`src/hdl/rsob_pkg.sv`:
```
// Shared types, constants and the divide-by-255 helper for the RGBA source-over blender.
`default_nettype none
package rsob_pkg;

    localparam logic [16:0] C_ONE_Q16  = 17'd65536;
    localparam logic [24:0] C_HALF_Q16 = 25'd32768;
    localparam logic [7:0]  C_MAX8     = 8'd255;
    localparam logic [15:0] C_RND      = 16'd127;
    localparam int          C_LATENCY  = 5;

    // Channel order in the packed arrays: 0 red, 1 green, 2 blue, 3 alpha.
    localparam int C_ALPHA = 3;

    typedef struct packed {
        logic [7:0]  paint_red;
        logic [7:0]  paint_green;
        logic [7:0]  paint_blue;
        logic [7:0]  paint_alpha;
        logic [16:0] paint_opacity;
        logic        paint_covered;
        logic [7:0]  dest_red;
        logic [7:0]  dest_green;
        logic [7:0]  dest_blue;
        logic [7:0]  dest_alpha;
    } t_item;

    // After the product stage.
    typedef struct packed {
        logic             valid;
        logic             wr;
        logic             lock;
        logic [7:0]       ea;
        logic [3:0][7:0]  dst;
        logic [2:0][15:0] m_src;
        logic [3:0][15:0] m_dst;
    } t_s2;

    // After the divide stage.
    typedef struct packed {
        logic             valid;
        logic             wr;
        logic             lock;
        logic [7:0]       ea;
        logic [3:0][7:0]  dst;
        logic [2:0][15:0] m_dst;
        logic [2:0][7:0]  q_src;
        logic [3:0][7:0]  q_dst;
    } t_s3;

    typedef struct packed {
        logic             valid;
        logic [3:0][7:0]  px;
        logic             wr;
    } t_res;

    // Rounded-in-advance floor(t / 255) for t < 65280: reciprocal estimate, then one
    // correction step (the estimate is never high and at most one low).
    function automatic logic [7:0] div255(input logic [15:0] t);
        logic [16:0] acc;
        logic [7:0]  q;
        logic [16:0] rem;
        acc = {1'b0, t} + {9'd0, t[15:8]};
        q   = acc[15:8];
        rem = {1'b0, t} - (({9'd0, q} << 8) - {9'd0, q});
        if (rem >= 17'd255) begin
            q = q + 8'd1;
        end
        return q;
    endfunction

endpackage
`default_nettype wire

```
`src/hdl/rsob_front.sv`:
```
// Opacity clamp, effective alpha and the first row of channel products.
`default_nettype none
module rsob_front (
    input  wire logic            i_clk,
    input  wire logic            i_rst_n,
    input  wire logic            i_start,
    input  wire logic            i_lock,
    input  wire rsob_pkg::t_item i_item,
    output rsob_pkg::t_s2        o_s2
);

    logic            r_v1;
    rsob_pkg::t_item r_item1;
    logic            r_lock1;
    logic [24:0]     r_prod1;

    logic [16:0]     n_opc;
    logic [24:0]     n_prod1;
    rsob_pkg::t_s2   n_s2;
    rsob_pkg::t_s2   r_s2;

    logic [24:0]     w_sum;
    logic [7:0]      w_ea;
    logic [7:0]      w_inv;
    logic [7:0]      w_mul;
    logic [2:0][7:0] w_src;

    always_comb begin
        n_opc   = (i_item.paint_opacity > rsob_pkg::C_ONE_Q16) ? rsob_pkg::C_ONE_Q16
                                                               : i_item.paint_opacity;
        n_prod1 = {17'd0, i_item.paint_alpha} * {8'd0, n_opc};
    end

    always_ff @(posedge i_clk) begin
        if (!i_rst_n) begin
            r_v1 <= 1'b0;
        end else begin
            r_v1 <= i_start;
        end
        r_item1 <= i_item;
        r_lock1 <= i_lock;
        r_prod1 <= n_prod1;
    end

    always_comb begin
        // product is at most 255 * 65536, so the rounded value fits bits 23:16
        w_sum = r_prod1 + rsob_pkg::C_HALF_Q16;
        w_ea  = w_sum[23:16];
        w_inv = rsob_pkg::C_MAX8 - w_ea;
        w_mul = r_lock1 ? r_item1.dest_alpha : w_ea;
        w_src = {r_item1.paint_blue, r_item1.paint_green, r_item1.paint_red};

        n_s2.valid = r_v1;
        n_s2.wr    = r_item1.paint_covered && (r_item1.paint_opacity != 17'd0)
                     && (r_item1.paint_alpha != 8'd0)
                     && (!r_lock1 || (r_item1.dest_alpha != 8'd0));
        n_s2.lock  = r_lock1;
        n_s2.ea    = w_ea;
        n_s2.dst   = {r_item1.dest_alpha, r_item1.dest_blue,
                      r_item1.dest_green, r_item1.dest_red};
        for (int i = 0; i < 3; i++) begin
            n_s2.m_src[i] = {8'd0, w_src[i]} * {8'd0, w_mul};
        end
        for (int i = 0; i < 4; i++) begin
            n_s2.m_dst[i] = {8'd0, n_s2.dst[i]} * {8'd0, w_inv};
        end
    end

    always_ff @(posedge i_clk) begin
        if (!i_rst_n) begin
            r_s2.valid <= 1'b0;
        end else begin
            r_s2.valid <= n_s2.valid;
        end
        r_s2.wr    <= n_s2.wr;
        r_s2.lock  <= n_s2.lock;
        r_s2.ea    <= n_s2.ea;
        r_s2.dst   <= n_s2.dst;
        r_s2.m_src <= n_s2.m_src;
        r_s2.m_dst <= n_s2.m_dst;
    end

    assign o_s2 = r_s2;

endmodule
`default_nettype wire

```
`src/hdl/rsob_div.sv`:
```
// Rounded divide-by-255 of every product, all channels in parallel.
`default_nettype none
module rsob_div (
    input  wire logic          i_clk,
    input  wire logic          i_rst_n,
    input  wire rsob_pkg::t_s2 i_s2,
    output rsob_pkg::t_s3      o_s3
);

    rsob_pkg::t_s3 n_s3;
    rsob_pkg::t_s3 r_s3;

    always_comb begin
        n_s3.valid = i_s2.valid;
        n_s3.wr    = i_s2.wr;
        n_s3.lock  = i_s2.lock;
        n_s3.ea    = i_s2.ea;
        n_s3.dst   = i_s2.dst;
        for (int i = 0; i < 3; i++) begin
            n_s3.m_dst[i] = i_s2.m_dst[i];
            n_s3.q_src[i] = rsob_pkg::div255(i_s2.m_src[i] + rsob_pkg::C_RND);
        end
        for (int i = 0; i < 4; i++) begin
            n_s3.q_dst[i] = rsob_pkg::div255(i_s2.m_dst[i] + rsob_pkg::C_RND);
        end
    end

    always_ff @(posedge i_clk) begin
        if (!i_rst_n) begin
            r_s3.valid <= 1'b0;
        end else begin
            r_s3.valid <= n_s3.valid;
        end
        r_s3.wr    <= n_s3.wr;
        r_s3.lock  <= n_s3.lock;
        r_s3.ea    <= n_s3.ea;
        r_s3.dst   <= n_s3.dst;
        r_s3.m_dst <= n_s3.m_dst;
        r_s3.q_src <= n_s3.q_src;
        r_s3.q_dst <= n_s3.q_dst;
    end

    assign o_s3 = r_s3;

endmodule
`default_nettype wire

```
`src/hdl/rsob_back.sv`:
```
// Composite or locked mix, final divide, skip pass-through and the output register.
`default_nettype none
module rsob_back (
    input  wire logic          i_clk,
    input  wire logic          i_rst_n,
    input  wire rsob_pkg::t_s3 i_s3,
    output rsob_pkg::t_res     o_res
);

    logic             r_v4;
    logic             r_wr4;
    logic             r_lock4;
    logic [3:0][7:0]  r_dst4;
    logic [2:0][15:0] r_w4;
    logic [7:0]       r_alpha4;

    logic [2:0][15:0] n_w4;
    logic [7:0]       n_alpha4;
    logic [8:0]       w_nsum;
    logic [8:0]       w_asum;
    logic [15:0]      w_lprod;

    rsob_pkg::t_res   n_res;
    rsob_pkg::t_res   r_res;

    always_comb begin
        for (int i = 0; i < 3; i++) begin
            w_nsum  = {1'b0, i_s3.q_src[i]} + {1'b0, i_s3.q_dst[i]};
            w_lprod = {8'd0, i_s3.q_src[i]} * {8'd0, i_s3.ea};
            if (i_s3.lock) begin
                // sum stays within 255 * 255 + 127, so no carry out of 16 bits
                n_w4[i] = w_lprod + i_s3.m_dst[i] + rsob_pkg::C_RND;
            end else begin
                n_w4[i] = w_nsum[8] ? {8'd0, rsob_pkg::C_MAX8} : {8'd0, w_nsum[7:0]};
            end
        end
        w_asum = {1'b0, i_s3.ea} + {1'b0, i_s3.q_dst[rsob_pkg::C_ALPHA]};
        if (i_s3.lock) begin
            n_alpha4 = i_s3.dst[rsob_pkg::C_ALPHA];
        end else begin
            n_alpha4 = w_asum[8] ? rsob_pkg::C_MAX8 : w_asum[7:0];
        end
    end

    always_ff @(posedge i_clk) begin
        if (!i_rst_n) begin
            r_v4 <= 1'b0;
        end else begin
            r_v4 <= i_s3.valid;
        end
        r_wr4    <= i_s3.wr;
        r_lock4  <= i_s3.lock;
        r_dst4   <= i_s3.dst;
        r_w4     <= n_w4;
        r_alpha4 <= n_alpha4;
    end

    always_comb begin
        n_res.valid = r_v4;
        n_res.wr    = r_wr4;
        if (!r_wr4) begin
            n_res.px = r_dst4;
        end else begin
            for (int i = 0; i < 3; i++) begin
                n_res.px[i] = r_lock4 ? rsob_pkg::div255(r_w4[i]) : r_w4[i][7:0];
            end
            n_res.px[rsob_pkg::C_ALPHA] = r_alpha4;
        end
    end

    always_ff @(posedge i_clk) begin
        if (!i_rst_n) begin
            r_res.valid <= 1'b0;
        end else begin
            r_res.valid <= n_res.valid;
        end
        r_res.px <= n_res.px;
        r_res.wr <= n_res.wr;
    end

    assign o_res = r_res;

endmodule
`default_nettype wire

```
`src/hdl/rgba_source_over_blender_unit.sv`:
```
// Top level of the RGBA8 source-over paint blender.
//
// Usage: present one paint/destination pixel with i_start high; busy never rises,
// so an item is taken on every cycle that start is high, one pixel per clock.
// Each item gives exactly one result, shown for one cycle with o_valid high.
// Each item passes through 5 register stages (alpha product, channel products,
// divide by 255, mix, final divide/output register) before o_valid rises.
// Results leave in the order items entered; the receiver cannot stall, so no
// back-pressure exists and the pipeline never holds.
// Configuration: i_cfg_we writes i_cfg_data into alpha_lock at the clock edge;
// write it only while no item is in flight. Each item carries the mode it
// entered with.
// Reset (i_rst_n low, synchronous) empties the pipeline and clears alpha_lock.
// Skipped pixels (no coverage, zero opacity or alpha, or a locked transparent
// destination) return the destination with o_was_written low.
`default_nettype none
module rgba_source_over_blender_unit (
    input  wire logic        i_clk,
    input  wire logic        i_rst_n,
    input  wire logic        i_start,
    output logic             o_busy,
    input  wire logic        i_cfg_we,
    input  wire logic        i_cfg_data,
    input  wire logic [7:0]  i_paint_red,
    input  wire logic [7:0]  i_paint_green,
    input  wire logic [7:0]  i_paint_blue,
    input  wire logic [7:0]  i_paint_alpha,
    input  wire logic [16:0] i_paint_opacity,
    input  wire logic        i_paint_covered,
    input  wire logic [7:0]  i_dest_red,
    input  wire logic [7:0]  i_dest_green,
    input  wire logic [7:0]  i_dest_blue,
    input  wire logic [7:0]  i_dest_alpha,
    output logic             o_valid,
    output logic [7:0]       o_out_red,
    output logic [7:0]       o_out_green,
    output logic [7:0]       o_out_blue,
    output logic [7:0]       o_out_alpha,
    output logic             o_was_written
);

    logic            r_alpha_lock;
    rsob_pkg::t_item w_item;
    rsob_pkg::t_s2   w_s2;
    rsob_pkg::t_s3   w_s3;
    rsob_pkg::t_res  w_res;

    always_ff @(posedge i_clk) begin
        if (!i_rst_n) begin
            r_alpha_lock <= 1'b0;
        end else if (i_cfg_we) begin
            r_alpha_lock <= i_cfg_data;
        end
    end

    always_comb begin
        w_item.paint_red     = i_paint_red;
        w_item.paint_green   = i_paint_green;
        w_item.paint_blue    = i_paint_blue;
        w_item.paint_alpha   = i_paint_alpha;
        w_item.paint_opacity = i_paint_opacity;
        w_item.paint_covered = i_paint_covered;
        w_item.dest_red      = i_dest_red;
        w_item.dest_green    = i_dest_green;
        w_item.dest_blue     = i_dest_blue;
        w_item.dest_alpha    = i_dest_alpha;
    end

    rsob_front u_front (
        .i_clk   (i_clk),
        .i_rst_n (i_rst_n),
        .i_start (i_start),
        .i_lock  (r_alpha_lock),
        .i_item  (w_item),
        .o_s2    (w_s2)
    );

    rsob_div u_div (
        .i_clk   (i_clk),
        .i_rst_n (i_rst_n),
        .i_s2    (w_s2),
        .o_s3    (w_s3)
    );

    rsob_back u_back (
        .i_clk   (i_clk),
        .i_rst_n (i_rst_n),
        .i_s3    (w_s3),
        .o_res   (w_res)
    );

    assign o_busy        = 1'b0;
    assign o_valid       = w_res.valid;
    assign o_out_red     = w_res.px[0];
    assign o_out_green   = w_res.px[1];
    assign o_out_blue    = w_res.px[2];
    assign o_out_alpha   = w_res.px[rsob_pkg::C_ALPHA];
    assign o_was_written = w_res.wr;

endmodule
`default_nettype wire

```
`config.mk`:
```
export PLATFORM = sky130hd
export DESIGN_NAME = rgba_source_over_blender_unit
export DESIGN_NICKNAME = d
export VERILOG_FILES = /design/src/hdl/rsob_pkg.sv /design/src/hdl/rsob_front.sv /design/src/hdl/rsob_div.sv /design/src/hdl/rsob_back.sv /design/src/hdl/rgba_source_over_blender_unit.sv
export SDC_FILE = /design/constraint.sdc
export NUM_CORES = 2
export LEC_CHECK = 0
export BUFFER_PORTS_ARGS = -buffer_cell sky130_fd_sc_hd__buf_2
export CORE_MARGIN = 2
export CORE_UTILIZATION = 55
export DETAILED_ROUTE_END_ITERATION = 8
export PLACE_DENSITY = 0.79
export SLEW_MARGIN = 20
export SYNTH_ARGS = -nofsm -noshare
export SYNTH_HDL_FRONTEND = slang
export SYNTH_SLANG_ARGS = --single-unit
```
`constraint.sdc`:
```
create_clock -name i_clk -period 8.35 [get_ports i_clk]
set_input_delay 0.4175 -clock i_clk [delete_from_list [all_inputs] [get_ports i_clk]]
set_output_delay 0.4175 -clock i_clk [all_outputs]
set_load 0.01 [all_outputs]
```
==> flow_summary.toml <==
[floorplan]
start_util = 0.555
rows = 115
dieWidth_um = 319
dieArea_sq_um = 102000
die_height_um = 319
core_sq_um = 98400
io_pins = 122

[sta]
post-route-period-util = 0.927
fin_setup_tns_ps = 0
worst_slack_ps = 611
slew_headroom = 0.257
fin_skew_ps = 24.4
worstMarginPinSlew_ps = 1090
drv_slew = 0
grt_setup_unrepaired = "no"
setup-violations-final = 0
hold_violations = 0
fmax_mhz = 129
min_period_ps = 7740

[routing]
via_count = 42500
dr.pass1.iters = 6
antenna_left = 0
viasPerCell = 5.49
drcViolationCount = 0
wl_per_cell_um = 16.4
drt_iter0_markers = 2708
drt-total-wl_um = 127000

[logic_synthesis]
synth_compound_area_frac = 0.0979
synth_area_sq_um = 54600
synthSimpleGateAreaFrac = 0.165
synth_xor_area_frac = 0.0760
synth_edf_count = 0
synth.avg_cell_area_sq_um = 8.77
synth_nets = 7645
dominantRegCellSynth = "dfxtp_1"
synth.distinct_cells = 97
syn_inst = 6222
yosys_register_bits = 521
ys_seq_area_frac = 0.191
synth_top_family_by_area = "adder cells"
ys_async_sr_fraction = 0
yosys_warnings = 0
synth_top_area_cell = "dfxtp_1"
synthTopCellsByCount = "inv_1 (1126), ha_1 (830), nand2_1 (580), dfxtp_1 (521), fa_1 (506)"
yosys.area_share.adder = 0.376
synth_mux_area_frac = 0.00786
synth_area_leaders = "dfxtp_1 (19%), ha_1 (19%), fa_1 (19%)"
synth_top_area_frac = 0.191
post-synth-top-count-cell = "inv_1"

[global_route]
grt-ovfl-total = 0
grt_pass1_wl_um = 212000
grt_max_degree = 70
grt_pass1_vias = 43900
antenna_found_initial = 2
grt_usage = 0.252

[clock_network]
htreeDepth = 2
cts_buffers = 59
insertion_delay_ps = 680
cts.sinks = 521
cts.clk_slew.worst_paths_ps = 70
clock-root-buffer = "clkbuf_16"
clockBufferDepth = 3
cts_tree = "yes"
cts_setup_buffers = 0

[hold_path]
min_from = "u_front.o_s2[149]"
min_path_type = "reg -> reg"

[placement]
portBuffers = 120
dp_hpwl_um = 99300
dpl_worst_slack_ps = 617
routabilityCongestion = 0.924
dp.cells = 7541

[critical_path]
slowest_delay_ps = 600
worstSetupStartpointType = "flip-flop"
cp-end-kind = "flip-flop"
cp-startpoint = "u_front.o_s2[68]"
r2r-start = "u_front.o_s2[68]"
crit_path_frequent_cell = "ha_1"
cp.arrival_ps = 8310
crit_fanout = 9
crit_path_top_delay_cell = "or4_1"
critPathKind = "reg -> reg"
crit_required_ps = 8920

[layout]
syn_to_final_growth_pct = 9.36
final_util = 0.607
drive_above_1_share = 0.0530
finalNetCount = 7825
layout.cells.non_filler = 7737

[status]
status = "completed"

[job]
maxCapViolCount = 0
cells in the final DEF, fill, tap and decap left out, drive strengths merged, types with 29 or more instances in the layout:
cell type / count
xnor2: 336
nor2b: 82
xor2: 135
ha: 830
nor4: 43
and2: 386
dlygate4sd3: 87
a21oi: 240
and3: 41
o21ai: 189
nand3: 74
a31oi: 38
fa: 506
dfxtp: 521
nand2b: 60
buf: 153
clkbuf: 67
o21a: 53
nor3: 105
inv: 1140
a21o: 84
nand4: 42
nor2: 248
nand2: 580
o21bai: 29
worst paths after layout:
kind                           to  slack (ps)  cells past startpoint
hold / removal    u_div.o_s3[141]         320                      0
hold reg to reg   u_div.o_s3[141]         320                      0
setup / recovery   u_div.o_s3[39]         610                     28
setup reg to reg   u_div.o_s3[39]         610                     28
stage by stage:
stage | area (sq um) | hold slack (ps)
after floorplan | 54600 | 310
after global placement | 56700 | 310
after detailed placement | 56700 | 312
after CTS | 59700 | 322
after global routing | 59700 | 330
final | 59700 | 322
cells by family (layout without fill, tap and decap cells):
logic type | Yosys count | in the layout
XOR/XNOR | 471 | 471
AO/OA/AOI/OAI | 831 | 831
buffers and inverters | 1247 | 1474
AND/OR/NAND/NOR | 1772 | 1772
multiplexers | 41 | 41
other | 1 | 2
adder cells (fa/ha/maj) | 1338 | 1338
flip-flops | 521 | 521
critical path, delay by kind of cell, from the launching register on:
family | cells | cell delay, ps
fa+ha+maj | 4 | 1320
xor+xnor | 2 | 460
flops | 1 | 330
compound gates | 11 | 2450
simple gates | 8 | 2800
buf+inv | 3 | 260
flip-flops by register name (all words and copies together) (netlist names), 8 cells and up:
register	count
u_back.o_res	34
u_back.r_w4	48
u_front.o_s2	155
u_front.r_item1	50
u_div.o_s3	147
u_front.n_s2	32
u_back.r_alpha4	8
u_back.r_dst4	32
u_front.r_prod1	9
area by class of cell:
cell class                 instances  area (sq um)
tap                             1287          1610
antenna                            1          2.50
multi-input combinational       4454         39600
clock inverter                    41           515
timing repair buffer             240          1720
fill                            8256         38700
sequential                       521         10400
inverter                        1126          4230
clock buffer                      67          1590
routing by layer:
layer	GRT usage	routed length (um)
met3	0.0364	7470
met1	0.323	55300
met4	0.0854	3980
met5	0	0
met2	0.433	59800
timing repair:
| item | in CTS | in global routing |
|---|---|---|
| hold endpoints to repair | 88 | 0 |
| setup endpoints to repair | 0 | 16 |
| hold buffers | 87 | 0 |
| resized for setup | 0 | 4 |
Power is not shown: default switching activity piles up to over one toggle a cycle in this logic, so the estimate is an artifact.
